<file path="config.mk">
export PLATFORM = sky130hd
export DESIGN_NAME = priority_run_queue
export DESIGN_NICKNAME = d
export VERILOG_FILES = /design/src/hw/rtl/prq_pkg.sv /design/src/hw/rtl/prq_ram.sv /design/src/hw/rtl/prq_core.sv /design/src/hw/rtl/priority_run_queue.sv
export SDC_FILE = /design/constraint.sdc
export NUM_CORES = 2
export LEC_CHECK = 0
export ABC_AREA = 0
export CORE_MARGIN = 10
export CORE_UTILIZATION = 25
export DETAILED_ROUTE_END_ITERATION = 8
export DONT_BUFFER_PORTS = 1
export PLACE_DENSITY = 0.37
export RECOVER_POWER = 25
export SLEW_MARGIN = 20
export SYNTH_ARGS = -nofsm -noshare
export SYNTH_HDL_FRONTEND = slang
export SYNTH_SLANG_ARGS = --single-unit
</file>
<file path="constraint.sdc">
create_clock -name aclk -period 18.4 [get_ports aclk]
set_input_delay 0.92 -clock aclk [delete_from_list [all_inputs] [get_ports aclk]]
set_output_delay 0.92 -clock aclk [all_outputs]
set_load 0.03 [all_outputs]
</file>
<file path="src/hw/rtl/prq_pkg.sv">
// Types, sizes and helper functions shared by the priority run queue modules.
`timescale 1ns / 1ps
`default_nettype none

package prq_pkg;

    // Sizes of the queue.
    localparam int NUM_LEVELS = 16;
    localparam int NUM_TASKS  = 256;

    // Field widths of requests and results.
    localparam int TASK_ID_W = 8;
    localparam int LEVEL_W   = 4;
    localparam int COUNT_W   = 9;

    // Index widths into the level and task stores.
    localparam int LVL_IW  = $clog2(NUM_LEVELS);
    localparam int TASK_IW = $clog2(NUM_TASKS);

    // Request kinds.
    typedef enum logic {
        KIND_ENQUEUE = 1'b0,
        KIND_DEQUEUE = 1'b1
    } kind_t;

    // One request from the input side.
    typedef struct packed {
        kind_t                  kind;
        logic [TASK_ID_W-1:0]   task_id;
        logic [LEVEL_W-1:0]     level;
    } req_t;

    // One result toward the output side.
    typedef struct packed {
        logic                   granted;
        logic                   none_ready;
        logic [TASK_ID_W-1:0]   picked_id;
        logic [LEVEL_W-1:0]     picked_level;
        logic [COUNT_W-1:0]     ready_count;
        logic [LEVEL_W-1:0]     best_hint;
    } rsp_t;

    // Outcome of the search for the most urgent non-empty level.
    typedef struct packed {
        logic               found;
        logic [LVL_IW-1:0]  idx;
    } first_t;

    // Priority encoder: lowest set bit wins.
    function automatic first_t find_first(input logic [NUM_LEVELS-1:0] nonempty);
        first_t res;
        res.found = 1'b0;
        res.idx   = '0;
        for (int i = NUM_LEVELS - 1; i >= 0; i--) begin
            if (nonempty[i]) begin
                res.found = 1'b1;
                res.idx   = LVL_IW'(i);
            end
        end
        return res;
    endfunction

    // Levels beyond the last one fold onto the least urgent level.
    function automatic logic [LVL_IW-1:0] clamp_level(input logic [LEVEL_W-1:0] level);
        logic [LVL_IW-1:0] res;
        if (32'(level) >= NUM_LEVELS) begin
            res = LVL_IW'(NUM_LEVELS - 1);
        end else begin
            res = LVL_IW'(level);
        end
        return res;
    endfunction

endpackage

`default_nettype wire

</file>
<file path="src/hw/rtl/prq_ram.sv">
// Generic single-write, single-read RAM with a registered read port.
`timescale 1ns / 1ps
`default_nettype none

module prq_ram #(
    parameter int WIDTH = 8,
    parameter int DEPTH = 256
) (
    input  wire logic                     aclk,
    input  wire logic                     wr_en,
    input  wire logic [$clog2(DEPTH)-1:0] wr_addr,
    input  wire logic [WIDTH-1:0]         wr_data,
    input  wire logic                     rd_en,
    input  wire logic [$clog2(DEPTH)-1:0] rd_addr,
    output logic      [WIDTH-1:0]         rd_data
);

    logic [WIDTH-1:0] mem_reg [DEPTH];
    logic [WIDTH-1:0] rd_data_reg;

    // Write port.
    always_ff @(posedge aclk) begin
        if (wr_en) begin
            mem_reg[wr_addr] <= wr_data;
        end
    end

    // Registered read port.
    always_ff @(posedge aclk) begin
        if (rd_en) begin
            rd_data_reg <= mem_reg[rd_addr];
        end
    end

    assign rd_data = rd_data_reg;

endmodule

`default_nettype wire

</file>
<file path="src/hw/rtl/prq_core.sv">
// Queue state and the single-pass enqueue and dequeue logic.
`timescale 1ns / 1ps
`default_nettype none

module prq_core (
    input  wire logic          aclk,
    input  wire logic          aresetn,
    input  wire logic          fire,
    input  wire prq_pkg::req_t req,
    output prq_pkg::rsp_t      rsp
);

    // Per-level list pointers and occupancy.
    logic [prq_pkg::TASK_IW-1:0]    head_reg [prq_pkg::NUM_LEVELS];
    logic [prq_pkg::TASK_IW-1:0]    head_next [prq_pkg::NUM_LEVELS];
    logic [prq_pkg::TASK_IW-1:0]    tail_reg [prq_pkg::NUM_LEVELS];
    logic [prq_pkg::TASK_IW-1:0]    tail_next [prq_pkg::NUM_LEVELS];
    logic [prq_pkg::NUM_LEVELS-1:0] nonempty_reg;
    logic [prq_pkg::NUM_LEVELS-1:0] nonempty_next;

    // Per-task queued flags, count and hint.
    logic [prq_pkg::NUM_TASKS-1:0]  queued_reg;
    logic [prq_pkg::NUM_TASKS-1:0]  queued_next;
    logic [prq_pkg::COUNT_W-1:0]    total_reg;
    logic [prq_pkg::COUNT_W-1:0]    total_next;
    logic [prq_pkg::LEVEL_W-1:0]    hint_reg;
    logic [prq_pkg::LEVEL_W-1:0]    hint_next;

    // A head update whose new value is still coming out of the link memory.
    logic                           pend_reg;
    logic                           pend_next;
    logic [prq_pkg::LVL_IW-1:0]     pend_lvl_reg;
    logic [prq_pkg::LVL_IW-1:0]     pend_lvl_next;

    // Link memory port signals.
    logic                           link_wr_en;
    logic [prq_pkg::TASK_IW-1:0]    link_wr_addr;
    logic [prq_pkg::TASK_IW-1:0]    link_wr_data;
    logic                           link_rd_en;
    logic [prq_pkg::TASK_IW-1:0]    link_rd_addr;
    logic [prq_pkg::TASK_IW-1:0]    link_rd_data;

    // Decoded request.
    logic [prq_pkg::TASK_IW-1:0]    head_eff [prq_pkg::NUM_LEVELS];
    logic [prq_pkg::LVL_IW-1:0]     enq_lvl;
    logic [prq_pkg::TASK_IW-1:0]    enq_idx;
    logic                           enq_ok;
    prq_pkg::first_t                first;
    logic [prq_pkg::TASK_IW-1:0]    deq_h;
    logic                           deq_last;
    logic                           is_enq;

    // The next-task link of every queued task.
    prq_ram #(
        .WIDTH (prq_pkg::TASK_IW),
        .DEPTH (prq_pkg::NUM_TASKS)
    ) u_link_ram (
        .aclk    (aclk),
        .wr_en   (link_wr_en),
        .wr_addr (link_wr_addr),
        .wr_data (link_wr_data),
        .rd_en   (link_rd_en),
        .rd_addr (link_rd_addr),
        .rd_data (link_rd_data)
    );

    // Heads as seen by the current request, with a pending update forwarded.
    always_comb begin
        for (int i = 0; i < prq_pkg::NUM_LEVELS; i++) begin
            if (pend_reg && (pend_lvl_reg == prq_pkg::LVL_IW'(i))) begin
                head_eff[i] = link_rd_data;
            end else begin
                head_eff[i] = head_reg[i];
            end
        end
    end

    // Request decode and level search.
    always_comb begin
        is_enq   = (req.kind == prq_pkg::KIND_ENQUEUE);
        enq_lvl  = prq_pkg::clamp_level(req.level);
        enq_idx  = prq_pkg::TASK_IW'(req.task_id);
        enq_ok   = (32'(req.task_id) < prq_pkg::NUM_TASKS) && !queued_reg[enq_idx];
        first    = prq_pkg::find_first(nonempty_reg);
        deq_h    = head_eff[first.idx];
        deq_last = (deq_h == tail_reg[first.idx]);
    end

    // Link memory accesses: append on enqueue, fetch the successor on dequeue.
    always_comb begin
        link_wr_en   = fire && is_enq && enq_ok && nonempty_reg[enq_lvl];
        link_wr_addr = tail_reg[enq_lvl];
        link_wr_data = enq_idx;
        link_rd_en   = fire && !is_enq && first.found && !deq_last;
        link_rd_addr = deq_h;
    end

    // Next state and result of the current request.
    always_comb begin
        head_next     = head_eff;
        tail_next     = tail_reg;
        nonempty_next = nonempty_reg;
        queued_next   = queued_reg;
        total_next    = total_reg;
        hint_next     = hint_reg;
        pend_next     = 1'b0;
        pend_lvl_next = pend_lvl_reg;
        rsp           = '0;

        if (fire) begin
            unique case (req.kind)
                prq_pkg::KIND_ENQUEUE: begin
                    if (enq_ok) begin
                        if (32'(enq_lvl) < 32'(hint_reg)) begin
                            hint_next = prq_pkg::LEVEL_W'(enq_lvl);
                        end
                        if (!nonempty_reg[enq_lvl]) begin
                            head_next[enq_lvl] = enq_idx;
                        end
                        tail_next[enq_lvl]     = enq_idx;
                        nonempty_next[enq_lvl] = 1'b1;
                        queued_next[enq_idx]   = 1'b1;
                        total_next             = total_reg + 1'b1;
                    end
                end
                prq_pkg::KIND_DEQUEUE: begin
                    if (!first.found) begin
                        rsp.none_ready = 1'b1;
                    end else begin
                        if (deq_last) begin
                            nonempty_next[first.idx] = 1'b0;
                        end else begin
                            pend_next     = 1'b1;
                            pend_lvl_next = first.idx;
                        end
                        queued_next[deq_h] = 1'b0;
                        total_next         = total_reg - 1'b1;
                        hint_next          = prq_pkg::LEVEL_W'(first.idx);
                        rsp.granted        = 1'b1;
                        rsp.picked_id      = prq_pkg::TASK_ID_W'(deq_h);
                        rsp.picked_level   = prq_pkg::LEVEL_W'(first.idx);
                    end
                end
                default: begin
                end
            endcase
        end

        rsp.ready_count = total_next;
        rsp.best_hint   = hint_next;
    end

    // Control state.
    always_ff @(posedge aclk) begin
        if (!aresetn) begin
            nonempty_reg <= '0;
            queued_reg   <= '0;
            total_reg    <= '0;
            hint_reg     <= '0;
            pend_reg     <= 1'b0;
        end else begin
            nonempty_reg <= nonempty_next;
            queued_reg   <= queued_next;
            total_reg    <= total_next;
            hint_reg     <= hint_next;
            pend_reg     <= pend_next;
        end
    end

    // Pointers, meaningful only while their level is non-empty.
    always_ff @(posedge aclk) begin
        head_reg     <= head_next;
        tail_reg     <= tail_next;
        pend_lvl_reg <= pend_lvl_next;
    end

endmodule

`default_nettype wire

</file>
<file path="src/hw/rtl/priority_run_queue.sv">
// Top level of the priority run queue: request and result registers around the core.
//
// Strict-priority ready queue of task identifiers with one linked list per level,
// level 0 most urgent. Every request returns exactly one result. The block takes
// one request per clock cycle while the result side accepts results. A request
// taken into the request register passes through the core into the result register
// once that register is free or being drained, and its result is then offered.
// The sustained rate is one request per cycle while the result side keeps up. That
// figure is set by the single pass from the request register to the result register;
// the successor of a dequeued task comes out of the registered read port of the link
// memory and is forwarded straight to the next request. The per-task queued flags
// clear at reset, so no clearing pass is needed and the block takes requests right
// after reset. An enqueue of a task already queued changes nothing. A dequeue with
// every level empty returns none_ready.
`timescale 1ns / 1ps
`default_nettype none

module priority_run_queue (
    input  wire logic        aclk,
    input  wire logic        aresetn,
    input  wire logic        s_tvalid,
    output logic             s_tready,
    input  wire logic [15:0] s_tdata,  // task_id [7:0], level [11:8], zero [15:12]
    input  wire logic [0:0]  s_tuser,  // kind [0]
    output logic             m_tvalid,
    input  wire logic        m_tready,
    output logic [31:0]      m_tdata,  // picked_id [7:0], picked_level [11:8],
                                       // ready_count [20:12], best_hint [24:21], zero [31:25]
    output logic [1:0]       m_tuser   // granted [0], none_ready [1]
);

    logic          in_valid_reg;
    logic          in_valid_next;
    prq_pkg::req_t in_req_reg;
    logic          out_valid_reg;
    logic          out_valid_next;
    prq_pkg::rsp_t out_rsp_reg;
    prq_pkg::rsp_t core_rsp;
    logic          fire;

    // A request is processed when the result register is free or being drained.
    assign fire     = in_valid_reg && (!out_valid_reg || m_tready);
    assign s_tready = !in_valid_reg || fire;

    prq_core u_core (
        .aclk    (aclk),
        .aresetn (aresetn),
        .fire    (fire),
        .req     (in_req_reg),
        .rsp     (core_rsp)
    );

    // Valid flags of the request and result registers.
    always_comb begin
        in_valid_next = in_valid_reg;
        if (s_tready) begin
            in_valid_next = s_tvalid;
        end
        out_valid_next = out_valid_reg;
        if (fire) begin
            out_valid_next = 1'b1;
        end else if (m_tready) begin
            out_valid_next = 1'b0;
        end
    end

    always_ff @(posedge aclk) begin
        if (!aresetn) begin
            in_valid_reg  <= 1'b0;
            out_valid_reg <= 1'b0;
        end else begin
            in_valid_reg  <= in_valid_next;
            out_valid_reg <= out_valid_next;
        end
    end

    // Payload of the request and result registers.
    always_ff @(posedge aclk) begin
        if (s_tvalid && s_tready) begin
            in_req_reg.kind    <= prq_pkg::kind_t'(s_tuser[0]);
            in_req_reg.task_id <= s_tdata[7:0];
            in_req_reg.level   <= s_tdata[11:8];
        end
        if (fire) begin
            out_rsp_reg <= core_rsp;
        end
    end

    // Result packing.
    assign m_tvalid = out_valid_reg;
    assign m_tdata  = {7'b0, out_rsp_reg.best_hint, out_rsp_reg.ready_count,
                       out_rsp_reg.picked_level, out_rsp_reg.picked_id};
    assign m_tuser  = {out_rsp_reg.none_ready, out_rsp_reg.granted};

endmodule

`default_nettype wire

</file>
==> impl_metrics.csv <==
group,metric,value,unit
outcome,status,"complete, but fails checks",
outcome,violations,"capacitance limit, slew limit",
logic_synthesis,netlist-cell-type-count,84,
sta,maxSlewHeadroom,-5.121,
clocking,cts_sinks,2644,
setup_path,worstPathMaxFanout,170,
setup_path,ff2ff_path_depth,2,
grt,antenna_found_initial,30,
sta,worst_slack,7.295,ns
sta,min_period,11.10,ns
cells_and_area,area_growth,15.30,%
clocking,postCtsSetupRepairBufs,0,
clocking,cts_resized,0,
cells_and_area,fin_util,0.2894,
sta,post-route-period-util,0.6035,
setup_path,critical_path_class,"reg -> reg",
sta,tightest_slew,9.182,ns
logic_synthesis,ys_warn_count,0,
cells_and_area,largest_reg_flops,2048,
die,core_area,434500,um^2
setup_path,crit_top_cell,"clkbuf_1",
route,firstDrtPassIters,7,
route,drc_errors,0,
grt,grt_pass1_vias,67560,
setup_path,r2r-end,"u_core.u_link_ram.mem_reg[165][5]",
clocking,ctsLongestPathBuffers,4,
power,ir_drop,65.58,uV
grt,grt-ovfl-total,0,
sta,fmaxAchievable,0.09005,GHz
logic_synthesis,synth.most_common_cell,"edfxtp_1",
sta,holdWs,0.1074,ns
route,wl_per_cell,29.16,um
route,routed_wl,398.7,mm
placed_design,portBuffers,0,
cells_and_area,nets,7704,
setup_path,r2r-start,"in_req_reg[9]",
logic_synthesis,syn-mean-instance-area,14.17,um^2
logic_synthesis,ys_ff_latch,2644,
logic_synthesis,synth-xor-area-share,0.001205,
hold_path,hp-class,"in -> reg",
sta,fin_worst_skew,0.06196,ns
logic_synthesis,synth_area,109100,um^2
clocking,cts_root_buffer,"clkbuf_16",
logic_synthesis,synth_mux_area_frac,0.1050,
clocking,insertion_delay,0.94,ns
die,chipHeight,680.5,um
setup_path,end_kind,"flip-flop",
route,first_iter_violations,6403,
placed_design,dp_slack,9.182,ns
logic_synthesis,synthAdderAreaFrac,0.0005737,
logic_synthesis,synth_compound_area_frac,0.07081,
grt,grt_max_degree,287,
clocking,ctsHoldBuffers,0,
grt,track_usage,0.1656,
logic_synthesis,syn_inst,7696,
clocking,cts_buffers,307,
setup_path,crit_end,"u_core.u_link_ram.mem_reg[165][5]",
logic_synthesis,synth_ff_type,"edfxtp_1",
setup_path,crit_chain,"clkbuf_1 > clkbuf_1",
logic_synthesis,synth_top_area_frac,0.6135,
sta,slew_violations,1581,
clocking,tritoncts,"built",
die,die_w,680.5,um
logic_synthesis,yosys.area_share.simple,0.1110,
setup_path,startpoint_type,"flip-flop",
sta,tns,0,ns
setup_path,startpoint,"in_req_reg[9]",
die,die-area,463000,um^2
setup_path,cp.arrival,11.21,ns
hold_path,hp-start,"s_tdata[5]",
logic_synthesis,synth_edf_count,2228,
setup_path,required,18.51,ns
logic_synthesis,synth_top_family_by_area,"simple AND/OR/NAND/NOR gates",
route,vias,68390,
setup_path,slowest_stage,"clkbuf_1",
logic_synthesis,async_reset_ff_frac,0,
placed_design,dp_hpwl,234.7,mm
setup_path,slowest_delay,6.33,ns
job,drv_cap,28,
route,vias_per_cell,5.003,
route,ant_nets,0,
sta,hold_viol,0,
logic_synthesis,ys_seq_area_frac,0.6898,
placed_design,gp_congestion,0.7806,
cells_and_area,layout-drive-gt1-share,0.1723,
sta,rsz0062_at_grt,"false",
clocking,clkTransAtPathRegs,0.06,ns
power,power_density,115.0,nW/um^2
logic_synthesis,synthTopCellsByArea,"edfxtp_1 (61%), mux4_2 (8.3%), dfxtp_1 (7.6%)",
sta,setup_viol,0,
grt,grt_pass1_wl,553.6,mm
clocking,htreeDepth,5,
die,rows,242,
logic_synthesis,synthTopCellsByCount,"edfxtp_1 (2228), nand2_1 (1187), nor2_1 (768)",
logic_synthesis,synth_top_area_cell,"edfxtp_1",
power,leakagePower,0.04026,uW
die,start_util,0.2510,
die,ios,57,
setup_path,reg2reg_slack,7.30,ns
## final cells by class
cell class | count | area, um^2
sequential | 2644 | 75230
clock inverter | 149 | 1350
timing repair buffer | 215 | 1589
multi-input combinational | 4485 | 31910
clock buffer | 404 | 8364
fill | 43420 | 308800
inverter | 25 | 93.84
tap | 5734 | 7174
antenna | 14 | 35.03
## placed cells by master, fill, tap and decap left out, types with 50 or more instances in the layout
cell       Yosys  routed
nand4_1       78      78
a21oi_1      232     229
o21ai_0      131     131
dfxtp_1      416     416
nor2_1       768     740
nand3_1      485     485
and3_1        76      76
a31oi_1       83      82
clkbuf_1     354     103
edfxtp_1    2228    2228
buf_4         17     178
mux2i_1      225     225
o221a_2      237     237
mux4_2       401     401
nor3_1        66      59
clkinv_1       4      60
a22oi_1       50      50
clkbuf_16      0     315
nand2_1     1187    1164
## worst min path at each step
stage / to / slack (ns) / cells after the start
floorplan: u_core.head_reg[28] / 0.45 / 2
global placement: u_core.head_reg[58] / 0.46 / 2
detailed placement: u_core.head_reg[90] / 0.47 / 2
CTS: in_req_reg[8] / 0.03 / 0
global route: in_req_reg[12] / 0.07 / 0
finish: in_req_reg[9] / 0.11 / 0
## worst max-delay path: cells and delay by family, from the launching register on
| kind | cells | cell delay (ns) |
|---|---|---|
| buffers and inverters | 2 | 9.68 |
| flip-flops | 1 | 0.35 |
## through the flow
stage,instance area (um^2),total power (uW),std cells
after floorplan,109100,7757,7702
after global placement,116100,8577,13100
after detailed placement,116100,8583,13100
after CTS,125800,14640,13660
after global routing,125700,14950,13660
final,125700,14460,13670
## cell families after synthesis
| family | after synthesis |
|---|---|
| other cells | 1 |
| mux | 641 |
| buf+inv | 573 |
| flops | 2644 |
| xor+xnor | 15 |
| compound gates | 1005 |
| simple gates | 2812 |
| fa+ha+maj | 5 |
## per-layer routing
| layer | track usage | up-vias | part of all wire |
|---|---|---|---|
| li1 | - | 29630 | - |
| met1 | 0.2296 | 35950 | 0.44 |
| met2 | 0.2704 | 2237 | 0.47 |
| met3 | 0.02207 | 569 | 0.052 |
| met4 | 0.04892 | 4 | 0.032 |
| met5 | 0 | - | 0.00088 |
## power breakdown
part	internal, uW	switching, uW	leakage (uW)
logic	535	1300	0.0121
clock network	3480	2550	0.00474
registers	6560	33.4	0.0234
total	10600	3890	0.0403
(Power assumes the default switching activity.)
